File: config.mk
export PLATFORM = sky130hd
export DESIGN_NAME = multi_channel_actuator_controller
export DESIGN_NICKNAME = d
export VERILOG_FILES = /design/src/rtl/mcac_pkg.sv /design/src/rtl/mcac_channel_bank.sv /design/src/rtl/multi_channel_actuator_controller.sv
export SDC_FILE = /design/constraint.sdc
export NUM_CORES = 1
export LEC_CHECK = 0
export BUFFER_PORTS_ARGS = -buffer_cell sky130_fd_sc_hd__clkbuf_2
export CAP_MARGIN = 20
export CORE_ASPECT_RATIO = 0.7
export CORE_MARGIN = 1
export CORE_UTILIZATION = 55
export CTS_BUF_LIST = sky130_fd_sc_hd__clkbuf_4
export CTS_CLUSTER_SIZE = 40
export DETAILED_ROUTE_END_ITERATION = 6
export PLACE_DENSITY = 0.73
export SKIP_CTS_REPAIR_TIMING = 1
export SLEW_MARGIN = 20
export SYNTH_ARGS = -nofsm -noshare
export SYNTH_HDL_FRONTEND = slang
export SYNTH_SLANG_ARGS = --single-unit
export TNS_END_PERCENT = 30
File: constraint.sdc
create_clock -name clk -period 12.7 [get_ports clk]
set_input_delay 1.905 -clock clk [delete_from_list [all_inputs] [get_ports clk]]
set_output_delay 1.905 -clock clk [all_outputs]
set_load 0.01 [all_outputs]
File: src/rtl/mcac_pkg.sv
`timescale 1ns / 1ps
// ----------------------------------------------------------------------------
// mcac_pkg
// Shared types, constants and the mode-to-state map of the actuator sequencer.
// ----------------------------------------------------------------------------
package mcac_pkg;

    localparam int CH_SLOTS             = 8;   // room in masks and state word
    localparam int CH_W                 = 3;
    localparam int MODE_W               = 3;
    localparam int NUM_CHANNELS_DEFAULT = 8;
    localparam int S_TDATA_W            = 88;
    localparam int M_TDATA_W            = 40;

    // 0.1 A expressed in mA
    localparam logic [15:0] LIMIT_RESET = 16'd100;

    localparam logic OP_COMMAND = 1'b0;
    localparam logic OP_CHECK   = 1'b1;

    localparam logic [MODE_W-1:0] MODE_RETRACT_FULL  = 3'd0;
    localparam logic [MODE_W-1:0] MODE_EXTEND_FULL   = 3'd1;
    localparam logic [MODE_W-1:0] MODE_RETRACT_TIMED = 3'd2;
    localparam logic [MODE_W-1:0] MODE_EXTEND_TIMED  = 3'd3;
    localparam logic [MODE_W-1:0] MODE_ON            = 3'd4;
    localparam logic [MODE_W-1:0] MODE_OFF           = 3'd5;

    localparam logic [1:0] REP_RETRACTING = 2'd0;
    localparam logic [1:0] REP_EXTENDING  = 2'd1;
    localparam logic [1:0] REP_OFF        = 2'd2;

    typedef struct packed {
        logic              opcode;
        logic [CH_W-1:0]   channel;
        logic [MODE_W-1:0] command;
        logic [31:0]       duration_ms;
        logic [31:0]       now_ms;
        logic [15:0]       current_ma;
    } req_t;

    typedef struct packed {
        logic [7:0]  forward_mask;
        logic [7:0]  reverse_mask;
        logic [15:0] reported_states;
        logic        channel_stopped;
    } res_t;

    function automatic logic [1:0] report_of_mode(input logic [MODE_W-1:0] mode);
        logic [1:0] rep;
        unique case (mode)
            MODE_RETRACT_FULL, MODE_RETRACT_TIMED:        rep = REP_RETRACTING;
            MODE_EXTEND_FULL, MODE_EXTEND_TIMED, MODE_ON: rep = REP_EXTENDING;
            default:                                      rep = REP_OFF;
        endcase
        return rep;
    endfunction

endpackage

File: src/rtl/mcac_channel_bank.sv
`timescale 1ns / 1ps
// ----------------------------------------------------------------------------
// mcac_channel_bank
// Per-channel mode, start stamp and run length; applies one word per cycle when
// fire is high and forms the drive masks and reported states from the updated modes.
// ----------------------------------------------------------------------------
module mcac_channel_bank #(
    parameter int NUM_CHANNELS = mcac_pkg::NUM_CHANNELS_DEFAULT
) (
    input  logic              clk,
    input  logic              rst_n,
    input  logic [15:0]       limit_current_ma,
    input  logic              fire,
    input  mcac_pkg::req_t    req,
    output mcac_pkg::res_t    res
);
    import mcac_pkg::*;

    logic [MODE_W-1:0] mode_reg  [CH_SLOTS];
    logic [MODE_W-1:0] mode_next [CH_SLOTS];
    logic [31:0]       start_reg  [CH_SLOTS];
    logic [31:0]       start_next [CH_SLOTS];
    logic [31:0]       len_reg  [CH_SLOTS];
    logic [31:0]       len_next [CH_SLOTS];

    logic              present;
    logic [MODE_W-1:0] cur_mode;
    logic [31:0]       elapsed;
    logic              stopped;

    assign present  = (32'(req.channel) < NUM_CHANNELS);
    assign cur_mode = mode_reg[req.channel];
    // wrapping elapsed time
    assign elapsed  = req.now_ms - start_reg[req.channel];

    always_comb
    begin
        for (int i = 0; i < CH_SLOTS; i++)
        begin
            mode_next[i]  = mode_reg[i];
            start_next[i] = start_reg[i];
            len_next[i]   = len_reg[i];
        end
        stopped = 1'b0;
        if (fire && present)
        begin
            if (req.opcode == OP_COMMAND)
            begin
                mode_next[req.channel]  = (req.command <= MODE_OFF) ? req.command : MODE_OFF;
                start_next[req.channel] = req.now_ms;
                len_next[req.channel]   = req.duration_ms;
            end
            else
            begin
                unique case (cur_mode)
                    MODE_RETRACT_FULL, MODE_EXTEND_FULL:
                    begin
                        if (req.current_ma < limit_current_ma)
                        begin
                            mode_next[req.channel] = MODE_OFF;
                            stopped = 1'b1;
                        end
                    end
                    MODE_RETRACT_TIMED, MODE_EXTEND_TIMED:
                    begin
                        if (elapsed > len_reg[req.channel])
                        begin
                            mode_next[req.channel] = MODE_OFF;
                            len_next[req.channel]  = '0;
                            stopped = 1'b1;
                        end
                    end
                    default:
                    begin
                    end
                endcase
            end
        end
    end

    always_comb
    begin
        res = '0;
        res.channel_stopped = stopped;
        for (int i = 0; i < CH_SLOTS; i++)
        begin
            if (i < NUM_CHANNELS)
            begin
                res.forward_mask[i] = (mode_next[i] == MODE_EXTEND_FULL) ||
                                      (mode_next[i] == MODE_EXTEND_TIMED) ||
                                      (mode_next[i] == MODE_ON);
                res.reverse_mask[i] = (mode_next[i] == MODE_RETRACT_FULL) ||
                                      (mode_next[i] == MODE_RETRACT_TIMED);
                res.reported_states[2*i +: 2] = report_of_mode(mode_next[i]);
            end
        end
    end

    always_ff @(posedge clk or negedge rst_n)
    begin
        if (!rst_n)
        begin
            for (int i = 0; i < CH_SLOTS; i++)
            begin
                mode_reg[i]  <= MODE_OFF;
                start_reg[i] <= '0;
                len_reg[i]   <= '0;
            end
        end
        else
        begin
            for (int i = 0; i < CH_SLOTS; i++)
            begin
                mode_reg[i]  <= mode_next[i];
                start_reg[i] <= start_next[i];
                len_reg[i]   <= len_next[i];
            end
        end
    end

endmodule

File: src/rtl/multi_channel_actuator_controller.sv
`timescale 1ns / 1ps
// ----------------------------------------------------------------------------
// multi_channel_actuator_controller
// Per-channel linear actuator sequencer with command and check words.
// ----------------------------------------------------------------------------
// Path: an accepted word enters the input register, then its channel update
// is written into the result register once that register can advance.
// Throughput: one word per cycle unless m_tready stalls the result register.
// Reset: all channels off, stamps and lengths zero, current limit 100 mA,
// both pipeline stages empty.
module multi_channel_actuator_controller #(
    parameter int NUM_CHANNELS = mcac_pkg::NUM_CHANNELS_DEFAULT
) (
    input  logic                           clk,
    input  logic                           rst_n,
    input  logic                           cfg_wr_en,
    input  logic [15:0]                    cfg_wr_data,  // limit_current_ma
    input  logic                           s_tvalid,
    output logic                           s_tready,
    // channel[2:0], command[5:3], duration_ms[37:6], now_ms[69:38],
    // current_ma[85:70], zero pad
    input  logic [mcac_pkg::S_TDATA_W-1:0] s_tdata,
    input  logic [0:0]                     s_tuser,      // opcode
    output logic                           m_tvalid,
    input  logic                           m_tready,
    // forward_mask[7:0], reverse_mask[15:8], reported_states[31:16],
    // channel_stopped[32], zero pad
    output logic [mcac_pkg::M_TDATA_W-1:0] m_tdata
);
    import mcac_pkg::*;

    logic [15:0] limit_reg;
    logic        in_valid_reg;
    req_t        in_reg;
    logic        out_valid_reg;
    res_t        out_reg;
    res_t        bank_res;
    logic        out_adv;
    logic        stage_fire;
    req_t        s_req;

    assign out_adv    = !out_valid_reg || m_tready;
    assign stage_fire = in_valid_reg && out_adv;
    assign s_tready   = !in_valid_reg || out_adv;

    always_comb
    begin
        s_req.opcode      = s_tuser[0];
        s_req.channel     = s_tdata[2:0];
        s_req.command     = s_tdata[5:3];
        s_req.duration_ms = s_tdata[37:6];
        s_req.now_ms      = s_tdata[69:38];
        s_req.current_ma  = s_tdata[85:70];
    end

    always_ff @(posedge clk or negedge rst_n)
    begin
        if (!rst_n)
            limit_reg <= LIMIT_RESET;
        else if (cfg_wr_en)
            limit_reg <= cfg_wr_data;
    end

    always_ff @(posedge clk or negedge rst_n)
    begin
        if (!rst_n)
        begin
            in_valid_reg  <= 1'b0;
            out_valid_reg <= 1'b0;
        end
        else
        begin
            if (s_tready)
                in_valid_reg <= s_tvalid;
            if (out_adv)
                out_valid_reg <= in_valid_reg;
        end
    end

    always_ff @(posedge clk)
    begin
        if (s_tvalid && s_tready)
            in_reg <= s_req;
        if (stage_fire)
            out_reg <= bank_res;
    end

    mcac_channel_bank #(
        .NUM_CHANNELS (NUM_CHANNELS)
    ) u_bank (
        .clk              (clk),
        .rst_n            (rst_n),
        .limit_current_ma (limit_reg),
        .fire             (stage_fire),
        .req              (in_reg),
        .res              (bank_res)
    );

    assign m_tvalid = out_valid_reg;
    assign m_tdata  = {7'd0, out_reg.channel_stopped, out_reg.reported_states,
                       out_reg.reverse_mask, out_reg.forward_mask};

endmodule

==> flow_metrics.tcl <==
set metrics [dict create \
    status "complete, but fails checks" \
    violations "DRC" \
    synth_cells 2218 \
    synth_area_um2 31600 \
    viasPerCell 6.12 \
    setup.worst_path.end_class "register" \
    final_layout_size_suffix_gt1_share_pct 41.2 \
    hp-start "limit_reg[5]" \
    min_path_type "reg2reg" \
    io_pins 152 \
    cts_tree "built" \
    maxCapViolations 0 \
    intPower_mw 4.81 \
    layout.nets 2620 \
    rsz0062_at_grt "no" \
    wirelength_um 77000 \
    wire_per_inst_um 23.3 \
    swShare_pct 29.5 \
    p_sw_mw 2.01 \
    initial_core_util_pct 55.7 \
    worstPathRequired_ns 13.43 \
    crit_buf_inv 2 \
    power.density_nw_per_um2 194 \
    path_delay_family "simple AND/OR/NAND/NOR gates" \
    path_class "reg2reg" \
    io_buffers 142 \
    relSlewSlack_pct 30.3 \
    min_period_ns 9.18 \
    grt_pass1_wl_um 121000 \
    first_global_vias 21500 \
    slowest_delay_ns 0.82 \
    cts_max_path_buffers 3 \
    clock_skew_ns 0.0652 \
    seq_area_frac_synth_pct 55.4 \
    p_leak_nw 15.3 \
    numCtsBuffers 165 \
    ys.flop_type "dfrtp_1" \
    die-width_um 288 \
    reg2reg_depth 23 \
    grt-ovfl-total 0 \
    crit_arrival_ns 9.91 \
    insertion_delay_ns 0.90 \
    synth_seq_cells 674 \
    r2r-end "u_bank.len_reg[57]" \
    whs_ns 0.508 \
    fin_crit_sh_pct 72.3 \
    holdPathStages 2 \
    finalSetupViolations 0 \
    final_cell_mix "dfrtp_1, mux2_2, clkbuf_4, mux2_4, a22oi_1" \
    crit_fanout 44 \
    ir_worst_vdd_mv 0.0806 \
    ant_nets 0 \
    final_area_um2 35100 \
    die_h_um 202 \
    max_freq_ghz 0.109 \
    root_buffer "clkbuf_4" \
    tightest_slew_ns 1.05 \
    drc 5 \
    r2r_setup_slack_ns 3.52 \
    crit-reg2reg-launch "in_reg[83]" \
    dieArea_um2 58400 \
    min_to "limit_reg[5]" \
    clkPwrFrac_pct 27.4 \
    clk_pin_slew_worst_paths_ns 0.07 \
    row_count 73 \
    drt_iter0_markers 1569 \
    seq_power_share_pct 46.9 \
    ys_warn_count 0 \
    total_power_mw 6.82 \
    avgSynthCellArea_um2 14.2 \
    placed_cell_area_um2 32900 \
    grt_start_max_net_pins 183 \
    place_congestion 0.855 \
    crit_chain "nor3b_2, buf_4, a22oi_1, and3_1, ha_1, o211ai_1, a21oi_1, nor4_1, o21ai_0, o211a_1, a21o_1, a31oi_1, a31oi_1, xnor2_1, ha_1, nand2_1, nor3_1, a21bo_2, o211ai_1, and3_4, and2_2, buf_4, mux2_4" \
    cts.sinks 674 \
    dr.pass1.iters 7 \
    htree_levels 4 \
    finalMaxSlewViolations 0 \
    grtUsageTotal_pct 26.9 \
    antenna_found_initial 3 \
    hpwl_um 45200 \
    synth_cell_type_count 69 \
    finalHoldViolCount 0 \
    synth-edff-count 120 \
    fin_setup_tns_ns 0 \
    syn_to_final_growth_pct 11.0 \
    via_count 20200 \
    power_frac_comb_pct 25.7 \
    start_kind "register" \
    coreArea_um2 56700 \
    final_common_cell "dfrtp_1" \
    crit_slowest_cell "nor3b_2" \
    synth-async-reset-ratio_pct 82.2 \
]
==> cell families (layout without fill, tap and decap cells) <==
group	Yosys count	after routing	share of synthesized area (%)
flops	674	674	55.4
mux	519	519	21.5
compound gates	457	457	11.1
simple gates	297	297	5.20
buf+inv	160	487	2.74
fa+ha+maj	80	80	3.19
xor+xnor	30	30	0.832
other cells	1	8	0.0119
==> per-layer routing <==
metal	wire length [um]	up-vias	global-route usage [%]	share of wire, %
li1	-	8842	-	-
met1	34900	10500	38.5	45
met2	35300	696	40.3	46
met3	5190	117	6.56	6.7
met4	1500	0	8.64	1.9
met5	0	-	0	0
==> cell usage after synthesis, types with 18 or more instances <==
cell | instances | area, um2
inv_1 | 18 | 67.6
nand2_1 | 42 | 158
a21oi_1 | 43 | 215
o21ai_0 | 51 | 255
a21o_1 | 23 | 173
a221oi_1 | 49 | 429
dfrtp_1 | 535 | 13400
mux2_2 | 273 | 3070
buf_6 | 26 | 293
nor2_1 | 63 | 236
dfstp_2 | 19 | 499
mux2_4 | 240 | 3600
clkbuf_1 | 78 | 293
ha_1 | 79 | 988
nor2b_1 | 41 | 257
edfxtp_1 | 120 | 3600
a22o_1 | 49 | 429
and3_1 | 55 | 344
a22oi_1 | 154 | 1160
xnor2_1 | 18 | 158
==> worst max-delay path by stage <==
stage          startpoint                   to  slack [ns]  cells after the start
4_1_cts        in_reg[83]  u_bank.len_reg[160]        3.70                     23
5_1_grt        in_reg[83]   u_bank.len_reg[57]        3.12                     23
6_report       in_reg[83]   u_bank.len_reg[57]        3.52                     23
2_1_floorplan  in_reg[84]          m_tdata[18]        6.11                     30
3_5_place_dp   in_reg[83]  u_bank.len_reg[160]        3.78                     23
3_3_place_gp   in_reg[83]  u_bank.len_reg[128]        3.89                     23
==> per-stage QoR <==
stage,utilization [%],cells,worst slack [ns]
floorplan,-,2224,6.11
global placement,57.9,3012,3.89
detailed placement,57.9,3012,3.78
CTS,61.7,3300,3.70
global route,61.8,3302,3.12
finish,61.8,3302,3.52
==> layout make-up <==
class | instances | area, um2
well taps | 750 | 938
inverters | 18 | 67.6
multi-input cells | 1390 | 13300
clock inverters | 31 | 228
flip-flops and latches | 674 | 17500
diodes | 1 | 2.50
clock buffers | 257 | 1930
fillers | 4256 | 21700
repair buffers | 181 | 1050
==> power groups by stage <==
stage	Clock, mW	Sequential, mW	Combinational, mW
final	1.87	3.20	1.75
after global routing	2.02	3.26	1.91
after CTS	1.91	3.19	1.75
after detailed placement	0	3.22	1.74
after global placement	0	3.17	1.67
after floorplan	0	3.13	1.33
==> worst reg2reg max path, delay by kind of cell, from the launching register on <==
family / cells / cell delay [ns]
buffers and inverters: 2 / 1.25
multiplexers: 1 / 0.36
flip-flops: 1 / 0.73
XOR/XNOR: 1 / 0.23
AND/OR/NAND/NOR: 7 / 3.11
AO/OA/AOI/OAI: 10 / 2.60
adder cells (fa/ha/maj): 2 / 0.73
No activity file was read; power rests on OpenSTA's default activity.
